--- config.mk ---
export PLATFORM = sky130hd
export DESIGN_NAME = sha256_stream_hasher
export DESIGN_NICKNAME = d
export VERILOG_FILES = /design/src/rtl/sha_pkg.sv /design/src/rtl/sha256_stream_hasher.sv /design/src/rtl/sha_core.sv
export SDC_FILE = /design/constraint.sdc
export NUM_CORES = 2
export LEC_CHECK = 0
export ABC_CLOCK_PERIOD_IN_PS = 33400
export BUFFER_PORTS_ARGS = -buffer_cell sky130_fd_sc_hd__buf_2
export CAP_MARGIN = 20
export CORE_UTILIZATION = 60
export CTS_CLUSTER_DIAMETER = 40
export CTS_CLUSTER_SIZE = 30
export DETAILED_ROUTE_END_ITERATION = 8
export PLACE_DENSITY = 0.73
export REMOVE_ABC_BUFFERS = 1
export SETUP_SLACK_MARGIN = 0.3
export SLEW_MARGIN = 20
export SYNTH_ARGS = -nofsm -noshare
export SYNTH_HDL_FRONTEND = slang
export SYNTH_SLANG_ARGS = --single-unit
--- constraint.sdc ---
create_clock -name i_clk -period 33.4 [get_ports i_clk]
set_clock_uncertainty 0.05 [all_clocks]
set_input_delay 3.34 -clock i_clk [delete_from_list [all_inputs] [get_ports i_clk]]
set_output_delay 3.34 -clock i_clk [all_outputs]
set_load 0.01 [all_outputs]
--- src/rtl/sha_pkg.sv ---
// ----------------------------------------------------------------------------
// sha_pkg
// Shared types and constants of the SHA-256 stream hasher: word type,
// sequencer states, initial hash value and round constants.
// ----------------------------------------------------------------------------
package sha_pkg;

    typedef logic [31:0] t_word;

    typedef enum logic [2:0] {
        ST_IDLE,
        ST_COMP,
        ST_PAD1,
        ST_PAD2,
        ST_OUT,
        ST_ERR
    } t_state;

    localparam int unsigned MIN_ROOM = 32;
    localparam logic [7:0]  PAD_BYTE = 8'h80;

    localparam t_word INIT_HASH [8] = '{
        32'h6a09e667, 32'hbb67ae85, 32'h3c6ef372, 32'ha54ff53a,
        32'h510e527f, 32'h9b05688c, 32'h1f83d9ab, 32'h5be0cd19
    };

    localparam t_word ROUND_K [64] = '{
        32'h428a2f98, 32'h71374491, 32'hb5c0fbcf, 32'he9b5dba5,
        32'h3956c25b, 32'h59f111f1, 32'h923f82a4, 32'hab1c5ed5,
        32'hd807aa98, 32'h12835b01, 32'h243185be, 32'h550c7dc3,
        32'h72be5d74, 32'h80deb1fe, 32'h9bdc06a7, 32'hc19bf174,
        32'he49b69c1, 32'hefbe4786, 32'h0fc19dc6, 32'h240ca1cc,
        32'h2de92c6f, 32'h4a7484aa, 32'h5cb0a9dc, 32'h76f988da,
        32'h983e5152, 32'ha831c66d, 32'hb00327c8, 32'hbf597fc7,
        32'hc6e00bf3, 32'hd5a79147, 32'h06ca6351, 32'h14292967,
        32'h27b70a85, 32'h2e1b2138, 32'h4d2c6dfc, 32'h53380d13,
        32'h650a7354, 32'h766a0abb, 32'h81c2c92e, 32'h92722c85,
        32'ha2bfe8a1, 32'ha81a664b, 32'hc24b8b70, 32'hc76c51a3,
        32'hd192e819, 32'hd6990624, 32'hf40e3585, 32'h106aa070,
        32'h19a4c116, 32'h1e376c08, 32'h2748774c, 32'h34b0bcb5,
        32'h391c0cb3, 32'h4ed8aa4a, 32'h5b9cca4f, 32'h682e6ff3,
        32'h748f82ee, 32'h78a5636f, 32'h84c87814, 32'h8cc70208,
        32'h90befffa, 32'ha4506ceb, 32'hbef9a3f7, 32'hc67178f2
    };

endpackage

--- src/rtl/sha256_stream_hasher.sv ---
// ----------------------------------------------------------------------------
// sha256_stream_hasher
// Byte-stream SHA-256 hasher with padding, length tracking and digest output.
// ----------------------------------------------------------------------------
// A data byte is accepted while the hasher is idle; each 64th byte starts a block
// compression (a start, 64 rounds in one shared round unit, then a fold into
// the chain) during which input is stalled. A finish word that is not an error
// finish runs one or two such compressions (two when 56 or more bytes sit in
// the block) and then presents eight digest words, most significant first, one
// per accepted output word; an error finish presents a single word. The hasher
// then restarts on the standard initial value.
module sha256_stream_hasher (
    input  logic        i_clk,
    input  logic        i_rst_n,
    input  logic        i_cfg_we,
    input  logic [7:0]  i_cfg_wdata,
    input  logic        i_in_valid,
    output logic        o_in_stall,
    input  logic        i_mode,
    input  logic [7:0]  i_data_byte,
    output logic        o_out_valid,
    input  logic        i_out_stall,
    output logic [31:0] o_digest_word,
    output logic [2:0]  o_word_index,
    output logic        o_status,
    output logic        o_last_word
);
    import sha_pkg::*;

    t_state      r_state, n_state;
    t_word       r_blk [16];
    t_word       pad_blk [16];
    t_word       len_blk [16];
    t_word       chain [8];
    logic [7:0]  r_room;
    logic [5:0]  r_fill;
    logic [63:0] r_bits;
    logic        r_corrupt;
    logic [2:0]  r_idx;
    logic        core_init, core_done;
    logic        in_acc, out_acc;
    logic        r_go;

    sha_core u_core (
        .i_clk   (i_clk),
        .i_rst_n (i_rst_n),
        .i_start (r_go),
        .i_init  (core_init),
        .i_blk   (r_blk),
        .o_done  (core_done),
        .o_chain (chain)
    );

    assign in_acc  = i_in_valid && !o_in_stall;
    assign out_acc = o_out_valid && !i_out_stall;

    // pad: keep bytes below fill, marker at fill, zero above
    always_comb begin
        for (int j = 0; j < 64; j++) begin
            if (6'(j) < r_fill) begin
                pad_blk[j/4][31-8*(j%4) -: 8] = r_blk[j/4][31-8*(j%4) -: 8];
            end else if (6'(j) == r_fill) begin
                pad_blk[j/4][31-8*(j%4) -: 8] = PAD_BYTE;
            end else begin
                pad_blk[j/4][31-8*(j%4) -: 8] = 8'h00;
            end
        end
        len_blk     = pad_blk;
        len_blk[14] = r_bits[63:32];
        len_blk[15] = r_bits[31:0];
    end

    always_ff @(posedge i_clk) begin
        if (!i_rst_n) begin
            r_state <= ST_IDLE;
        end else begin
            r_state <= n_state;
        end
    end

    always_comb begin
        n_state   = r_state;
        core_init = 1'b0;
        unique case (r_state)
            ST_IDLE: begin
                if (in_acc) begin
                    if (i_mode) begin
                        if (r_corrupt || r_room < 8'(MIN_ROOM)) begin
                            n_state = ST_ERR;
                        end else begin
                            n_state = (r_fill >= 6'd56) ? ST_PAD1 : ST_PAD2;
                        end
                    end else if (!r_corrupt && !(&r_bits[63:3]) && r_fill == 6'd63) begin
                        n_state = ST_COMP;
                    end
                end
            end
            ST_COMP: if (core_done) n_state = ST_IDLE;
            ST_PAD1: if (core_done) n_state = ST_PAD2;
            ST_PAD2: if (core_done) n_state = ST_OUT;
            ST_OUT: begin
                if (out_acc && r_idx == 3'd7) begin
                    n_state   = ST_IDLE;
                    core_init = 1'b1;
                end
            end
            ST_ERR: begin
                if (out_acc) begin
                    n_state   = ST_IDLE;
                    core_init = 1'b1;
                end
            end
            default: n_state = ST_IDLE;
        endcase
    end

    // start a compression on the cycle after the block is staged
    always_ff @(posedge i_clk) begin
        if (!i_rst_n) begin
            r_go <= 1'b0;
        end else begin
            r_go <= (r_state != n_state) &&
                    (n_state == ST_COMP || n_state == ST_PAD1 || n_state == ST_PAD2);
        end
    end

    always_ff @(posedge i_clk) begin
        if (!i_rst_n) begin
            r_room    <= 8'(MIN_ROOM);
            r_fill    <= '0;
            r_bits    <= '0;
            r_corrupt <= 1'b0;
            r_idx     <= '0;
        end else begin
            if (i_cfg_we) begin
                r_room <= i_cfg_wdata;
            end
            if (r_state == ST_IDLE && in_acc) begin
                if (i_mode) begin
                    if (!(r_corrupt || r_room < 8'(MIN_ROOM))) begin
                        r_blk <= (r_fill >= 6'd56) ? pad_blk : len_blk;
                    end
                end else if (!r_corrupt) begin
                    if (&r_bits[63:3]) begin
                        r_corrupt <= 1'b1;
                    end else begin
                        r_bits <= r_bits + 64'd8;
                        r_blk[r_fill[5:2]][31-8*r_fill[1:0] -: 8] <= i_data_byte;
                        r_fill <= r_fill + 6'd1;
                    end
                end
            end
            if (r_state == ST_PAD1 && core_done) begin
                for (int i = 0; i < 14; i++) r_blk[i] <= '0;
                r_blk[14] <= r_bits[63:32];
                r_blk[15] <= r_bits[31:0];
            end
            if (r_state == ST_OUT && out_acc) begin
                r_idx <= r_idx + 3'd1;
            end
            if (core_init) begin
                r_fill    <= '0;
                r_bits    <= '0;
                r_corrupt <= 1'b0;
                r_idx     <= '0;
            end
        end
    end

    assign o_in_stall    = (r_state != ST_IDLE) || r_go;
    assign o_out_valid   = (r_state == ST_OUT) || (r_state == ST_ERR);
    assign o_status      = (r_state == ST_ERR);
    assign o_digest_word = o_status ? 32'd0 : chain[r_idx];
    assign o_word_index  = o_status ? 3'd0 : r_idx;
    assign o_last_word   = o_status || (r_idx == 3'd7);

endmodule

--- src/rtl/sha_core.sv ---
// ----------------------------------------------------------------------------
// sha_core
// Iterative SHA-256 compression: one round per cycle for 64 rounds with a
// rolling 16-word message schedule, then a fold into the chain.
// ----------------------------------------------------------------------------
module sha_core (
    input  logic                i_clk,
    input  logic                i_rst_n,
    input  logic                i_start,
    input  logic                i_init,
    input  sha_pkg::t_word      i_blk [16],
    output logic                o_done,
    output sha_pkg::t_word      o_chain [8]
);
    import sha_pkg::*;

    t_word      r_h [8];
    t_word      r_v [8];
    t_word      r_w [16];
    logic [5:0] r_rnd;
    logic       r_busy;
    logic       r_add;

    t_word s0, s1, w_new, t1, t2, sig0, sig1, ch, maj;

    function automatic t_word rotr(input t_word x, input int unsigned n);
        rotr = (x >> n) | (x << (32 - n));
    endfunction

    always_comb begin
        s0    = rotr(r_w[1], 7) ^ rotr(r_w[1], 18) ^ (r_w[1] >> 3);
        s1    = rotr(r_w[14], 17) ^ rotr(r_w[14], 19) ^ (r_w[14] >> 10);
        w_new = r_w[0] + s0 + r_w[9] + s1;
        sig1  = rotr(r_v[4], 6) ^ rotr(r_v[4], 11) ^ rotr(r_v[4], 25);
        ch    = (r_v[4] & r_v[5]) ^ (~r_v[4] & r_v[6]);
        sig0  = rotr(r_v[0], 2) ^ rotr(r_v[0], 13) ^ rotr(r_v[0], 22);
        maj   = (r_v[0] & r_v[1]) ^ (r_v[0] & r_v[2]) ^ (r_v[1] & r_v[2]);
        t1    = r_v[7] + sig1 + ch + ROUND_K[r_rnd] + r_w[0];
        t2    = sig0 + maj;
    end

    always_ff @(posedge i_clk) begin
        if (!i_rst_n) begin
            r_busy <= 1'b0;
            r_add  <= 1'b0;
            r_rnd  <= '0;
            r_h    <= INIT_HASH;
        end else begin
            r_add <= 1'b0;
            if (i_init) begin
                r_h <= INIT_HASH;
            end
            if (i_start) begin
                r_busy <= 1'b1;
                r_rnd  <= '0;
                r_v    <= r_h;
                r_w    <= i_blk;
            end else if (r_busy) begin
                for (int i = 0; i < 15; i++) r_w[i] <= r_w[i+1];
                r_w[15] <= w_new;
                r_v[7]  <= r_v[6];
                r_v[6]  <= r_v[5];
                r_v[5]  <= r_v[4];
                r_v[4]  <= r_v[3] + t1;
                r_v[3]  <= r_v[2];
                r_v[2]  <= r_v[1];
                r_v[1]  <= r_v[0];
                r_v[0]  <= t1 + t2;
                r_rnd   <= r_rnd + 6'd1;
                if (r_rnd == 6'd63) begin
                    r_busy <= 1'b0;
                    r_add  <= 1'b1;
                end
            end else if (r_add) begin
                for (int i = 0; i < 8; i++) r_h[i] <= r_h[i] + r_v[i];
            end
        end
    end

    assign o_done  = r_add;
    assign o_chain = r_h;

endmodule
* After elaboration in Yosys (flattened, before gate mapping) *
Memory sizes are Yosys's and may differ from the RTL's.
Index checks and enable logic that the tools add are counted.

operators by class
  add/sub/neg operators = 24
  multipliers = 0
  divide/modulo/power cells = 0
  magnitude comparators = 70
  equal/unequal tests = 86
  shift-type cells = 2
  muxes and demuxes = 173
  bitwise gates (word level) = 35
  reduce and logical (&&, ||, !) cells = 41

operators by type and width
  cell                     number
  $mux 512                 7
  $mux 256                 6
  $mux 8                   128
  $add 32x32->32           18
  $bwmux 512               1
  $xor 32x32->32           9
  $eq 6x6->1 const A       32
  $lt 6x6->1 const A       32
  $mux 32                  6
  $and 32x32->32           5
  $demux 32 s4             1
  $mux 64                  2
  $bmux 32 s3              1
  $eq 5x6->1 const A       16
  $lt 5x6->1 const A       16
  $add 64x4->64 const B    1
  $reduce_and 61->1        1
  $eq 4x6->1 const A       8
  $lt 4x6->1 const A       8
  $reduce_and 6->1         8
  $shift 8x34->39 const A  1
  $shiftx 8x34->39         1
  $neg 32->34              1
  $ne 4x3->1 const B       8
  54 further kinds         114

word-level totals
  bits in registers = 1,630
  latch bits = 0
  memory bits (writable) = 0
  memory bits (read-only) = 2,048
  input port bits = 22
  output and inout port bits = 39
  logic and storage cells = 496
  memories kept = 1

memory list
  name              words  width  rd ports  clocked after memory_dff  write ports  RTL line        text
  (name not given)  64     32     1         0                         0            sha_core.sv:38  t1 = r_v[7] + sig1 + ch + ROUND_K[r_rnd] + r_w[0];

* Depth between registers and ports, before layout *
  depth after elaboration = 12
  gate-level depth with buffers = 42
  gate-level depth less buffers = 39

* By module *
A second synthesis with hierarchy kept.

second synthesis, totals
  cells, all modules = 9,605
  area, all modules = 100,092.2 µm²

by module, submodules not included
  module                instances  cells each  area each (µm²)  seq. area each (µm²)
  sha_core              1          6,548       69,035.0         28,347.2
  sha256_stream_hasher  1          3,057       31,057.3         16,936.2

* Worst setup path after synthesis *
Ideal clock, no wire load.

  path kind = input to register
  start point = input port i_rst_n
  end point = register u_core.r_busy
  data arrival time = 22,547 ps
  data required time = 33,220 ps
  slack = 10,673 ps
  cell stages on the path = 4
  path through = clkbuf_1 > clkbuf_1 > o21a_1 > o41a_1

RTL lines
  element               RTL line                    text
  from (decl)           sha256_stream_hasher.sv:14  input logic i_rst_n,
  to (signal assigned)  sha_core.sv:44              r_busy <= 1'b0;
  to (signal assigned)  sha_core.sv:54              r_busy <= 1'b1;
  to (signal assigned)  sha_core.sv:71              r_busy <= 1'b0;
  to (decl)             sha_core.sv:21              logic r_busy;

* Worst setup path in the final report *
  start point = register u_core.r_rnd[0]
  end point = register u_core.r_v[255] (netlist bit), data pin

on the way
  cells in the longest elaborated chain, start to end = 9

ends and longest elaborated chain
  element                                      RTL line        text
  from (decl)                                  sha_core.sv:20  logic [5:0] r_rnd;
  from (signal assigned)                       sha_core.sv:69  r_rnd <= r_rnd + 6'd1;
  $not 6->7 (not written as such)              sha_core.sv:38
  $mem_v2 64x32                                --
  $mux 32 (not written as such) (2 in series)  sha_core.sv:38
  $add 32x32->32 (2 in series)                 sha_core.sv:38
  $add 32x32->32                               sha_core.sv:68  r_v[0] <= t1 + t2;
  $mux 256                                     sha_core.sv:58  end else if (r_busy) begin
  $mux 256                                     sha_core.sv:53  if (i_start) begin
  to (signal assigned)                         sha_core.sv:56  r_v <= r_h;
  to (decl)                                    sha_core.sv:18  t_word r_v [8];

Every way passes these cells. The select of a mux whose other input is x is not followed.
A chain may end at the register's enable or synchronous reset.

==> impl_metrics.py <==
metrics = {
    "critical_path": {
        "r2r_end": "u_core.r_v[255]",
        "r2r_slack_ps": 22130,
        "slowest_stage": "ha_1",
        "critPathMaxStageDelay_ps": 960,
        "crit_top_cell": "a21o_1",
        "crit_arrival_ps": 11820,
        "reg2reg_from": "u_core.r_rnd[0]",
        "setup.worst_path.start": "u_core.r_rnd[0]",
        "crit_cells": 36,
        "crit_required_ps": 33940,
        "crit_end": "u_core.r_v[255]",
        "crit_path_end_kind": "register",
        "critPathMaxFanout": 34,
        "crit_type": "register to register",
        "startpoint_type": "register",
        "critPathTopFamily": "compound AO/OA/AOI/OAI gates",
        "r2r_cells": 36,
        "path_buf_inv": 4,
    },
    "sta": {
        "layout_min_cycle_time_ps": 11270,
        "finalMaxSlewViolations": 0,
        "hold_viol": 0,
        "setup_viol": 0,
        "relSlewSlack_pct": 16.3,
        "tightest_slew_ps": 1250,
        "max_freq_ghz": 0.0887,
        "rsz0062_at_grt": "false",
        "fin_tns_setup_ps": 0,
        "finalCritPeriodShare_pct": 33.8,
        "finalWorstSetupSlack_ps": 22130,
    },
    "die": {
        "die_y_um": 406,
        "num_rows": 147,
        "initial_core_util_pct": 60.7,
        "core_um2": 161000,
        "io_pins": 61,
        "dieWidth_um": 406,
        "die-area_um2": 165000,
    },
    "run": {
        "drv_cap": 0,
    },
    "clocking": {
        "cts_tree": "built",
        "numCtsBuffers": 237,
        "htree_levels": 4,
        "clock-root-buffer": "clkbuf_16",
        "clock_sinks": 1622,
        "clk_pin_slew_ps": 70,
        "ctsHoldBuffers": 0,
        "cts.repair.resized": 0,
        "clock_path_buffers": 3,
        "clk_latency_ps": 900,
        "cts_setup_buffers": 0,
    },
    "global_routing": {
        "groute.usage.overall_pct": 40.0,
        "antenna_found_initial": 10,
        "grt_pass1_vias": 73818,
        "grt_max_degree": 185,
        "grt_pass1_wl_mm": 484,
        "overflow": 0,
    },
    "synthesis": {
        "ys_top_cells_by_area": "edfxtp_1 (39%), mux2_2 (7.9%), dfxtp_1 (7.0%), ha_1 (5.1%), o21ai_0 (4.1%)",
        "seq_area_frac_synth_pct": 46.3,
        "synth_top_cell_by_area": "edfxtp_1",
        "synth_cell_type_count": 97,
        "netlist_instances": 9234,
        "ys_ff_latch": 1622,
        "synthFlopType": "edfxtp_1",
        "async_reset_ff_share_pct": 0,
        "synth_enable_flop_cells": 1280,
        "yosysWarningCount": 0,
        "netlist_area_um2": 97800,
        "synth_top_area_share_pct": 39.3,
        "syn_avg_cell_area_um2": 10.6,
    },
    "layout": {
        "fin_nets": 9767,
        "final_util_pct": 67.3,
        "drive_gt1_share_pct": 15.4,
        "final_common_cell": "edfxtp_1",
        "synthToLayoutAreaGrowth_pct": 10.9,
        "mostFrequentLayoutCells": "edfxtp_1 (1280), nand2_1 (932), o21ai_0 (799)",
    },
    "detailed_routing": {
        "drtIter0Drc": 9590,
        "drt-pass1-iter-count": 9,
        "wire_per_inst_um": 28.9,
        "num_vias": 77036,
        "drc": 0,
        "wl_met3_mm": 32.8,
        "top_layer_used": "met5",
        "wl_met2_mm": 148,
        "viasPerCell": 6.68,
        "wl_met1_mm": 123,
        "ant_nets": 0,
        "wirelength_mm": 333,
    },
    "hold_path": {
        "hp-class": "register to register",
    },
    "status": {
        "outcome": "complete, no violations",
    },
    "place": {
        "hpwl_mm": 234,
        "io_buffers": 55,
        "dp_slack_ps": 22460,
        "gp_congestion": 1.04,
    },
}
[synthesized netlist by cell type (36+ instances only)]
library cell  number
nor2b_1           71
nor3_1           122
a22o_1            39
fa_1             195
nand3_1          173
a22oi_1           46
nand4_1           40
nand2_1          937
o211ai_1          45
a21oi_1          657
a31oi_1          107
clkbuf_1         435
a21o_1           161
xor2_1           235
dfxtp_1          342
o21bai_1          36
a21boi_0          39
mux4_2            74
o21ai_0          799
mux2i_1           77
buf_1             50
and3_1            55
edfxtp_1        1280
and2_1            37
ha_1             400
xnor2_1          390
nor2_1           703
mux2_2           684
a211oi_1         102
nand2b_1          79
or3_1             51
inv_1            339
o21a_1            45
[worst min-delay path by stage]
| stage | start | end | cells past startpoint |
|---|---|---|---|
| after floorplan | u_core.o_chain[95] | u_core.o_chain[95] | 2 |
| after global placement | r_room[5] | r_room[5] | 2 |
| after detailed placement | u_core.o_chain[95] | u_core.o_chain[95] | 2 |
| after CTS | r_blk[42] | u_core.r_w[42] | 1 |
| after global routing | u_core.o_chain[95] | u_core.o_chain[95] | 2 |
| final | r_blk[42] | u_core.r_w[42] | 1 |
[layout make-up]
class | count | area (µm²)
Inverter | 345 | 1300
Fill cell | 12284 | 52700
Clock inverter | 185 | 2230
Timing Repair Buffer | 167 | 1180
Multi-Input combinational cell | 6777 | 49500
Tap cell | 2160 | 2700
Antenna cell | 11 | 27.5
Sequential cell | 1622 | 45300
Clock buffer | 268 | 6210
[flip-flops by register name, summed over array words and instances (netlist names)]
name and flops:
r_blk 512, u_core.r_w 512, u_core.o_chain 256, u_core.r_v 256, r_bits 61, r_fill 6, u_core.r_rnd 6, r_idx 3
r_room 3, r_state 3, r_corrupt 1, r_go 1, u_core.o_done 1, u_core.r_busy 1
[routing by layer]
metal  GRT usage [%]  up-vias
met1            50.2    37718
met4            30.3        8
met2            61.2     4522
li1                -    33645
met5               0        -
met3            8.24     1143
[cell families (layout without fill, tap and decap cells)]
family                     after synthesis  after routing  synth area share [%]
other                                    0             11                     0
buffers and inverters                  835            965                  3.22
muxes                                  835            835                  10.4
AOI/OAI and AO/OA                     2345           2345                  14.5
and+or+nand+nor                       2353           2353                  10.7
xor gates and xnor gates               625            625                  5.60
DFF                                   1622           1622                  46.3
adders and majority gates              619            619                  9.36
[per-stage QoR]
step                      area, µm²  instances  hold WS (ps)
after global placement        99900      11070           408
after global routing         108000      11525           438
after CTS                    108000      11523           421
after floorplan               95900       8744           387
after detailed placement      99900      11070           413
final                        108000      11535           421
Power is not shown: default switching activity piles up to over one toggle a cycle in this logic, so the estimate is an artifact.
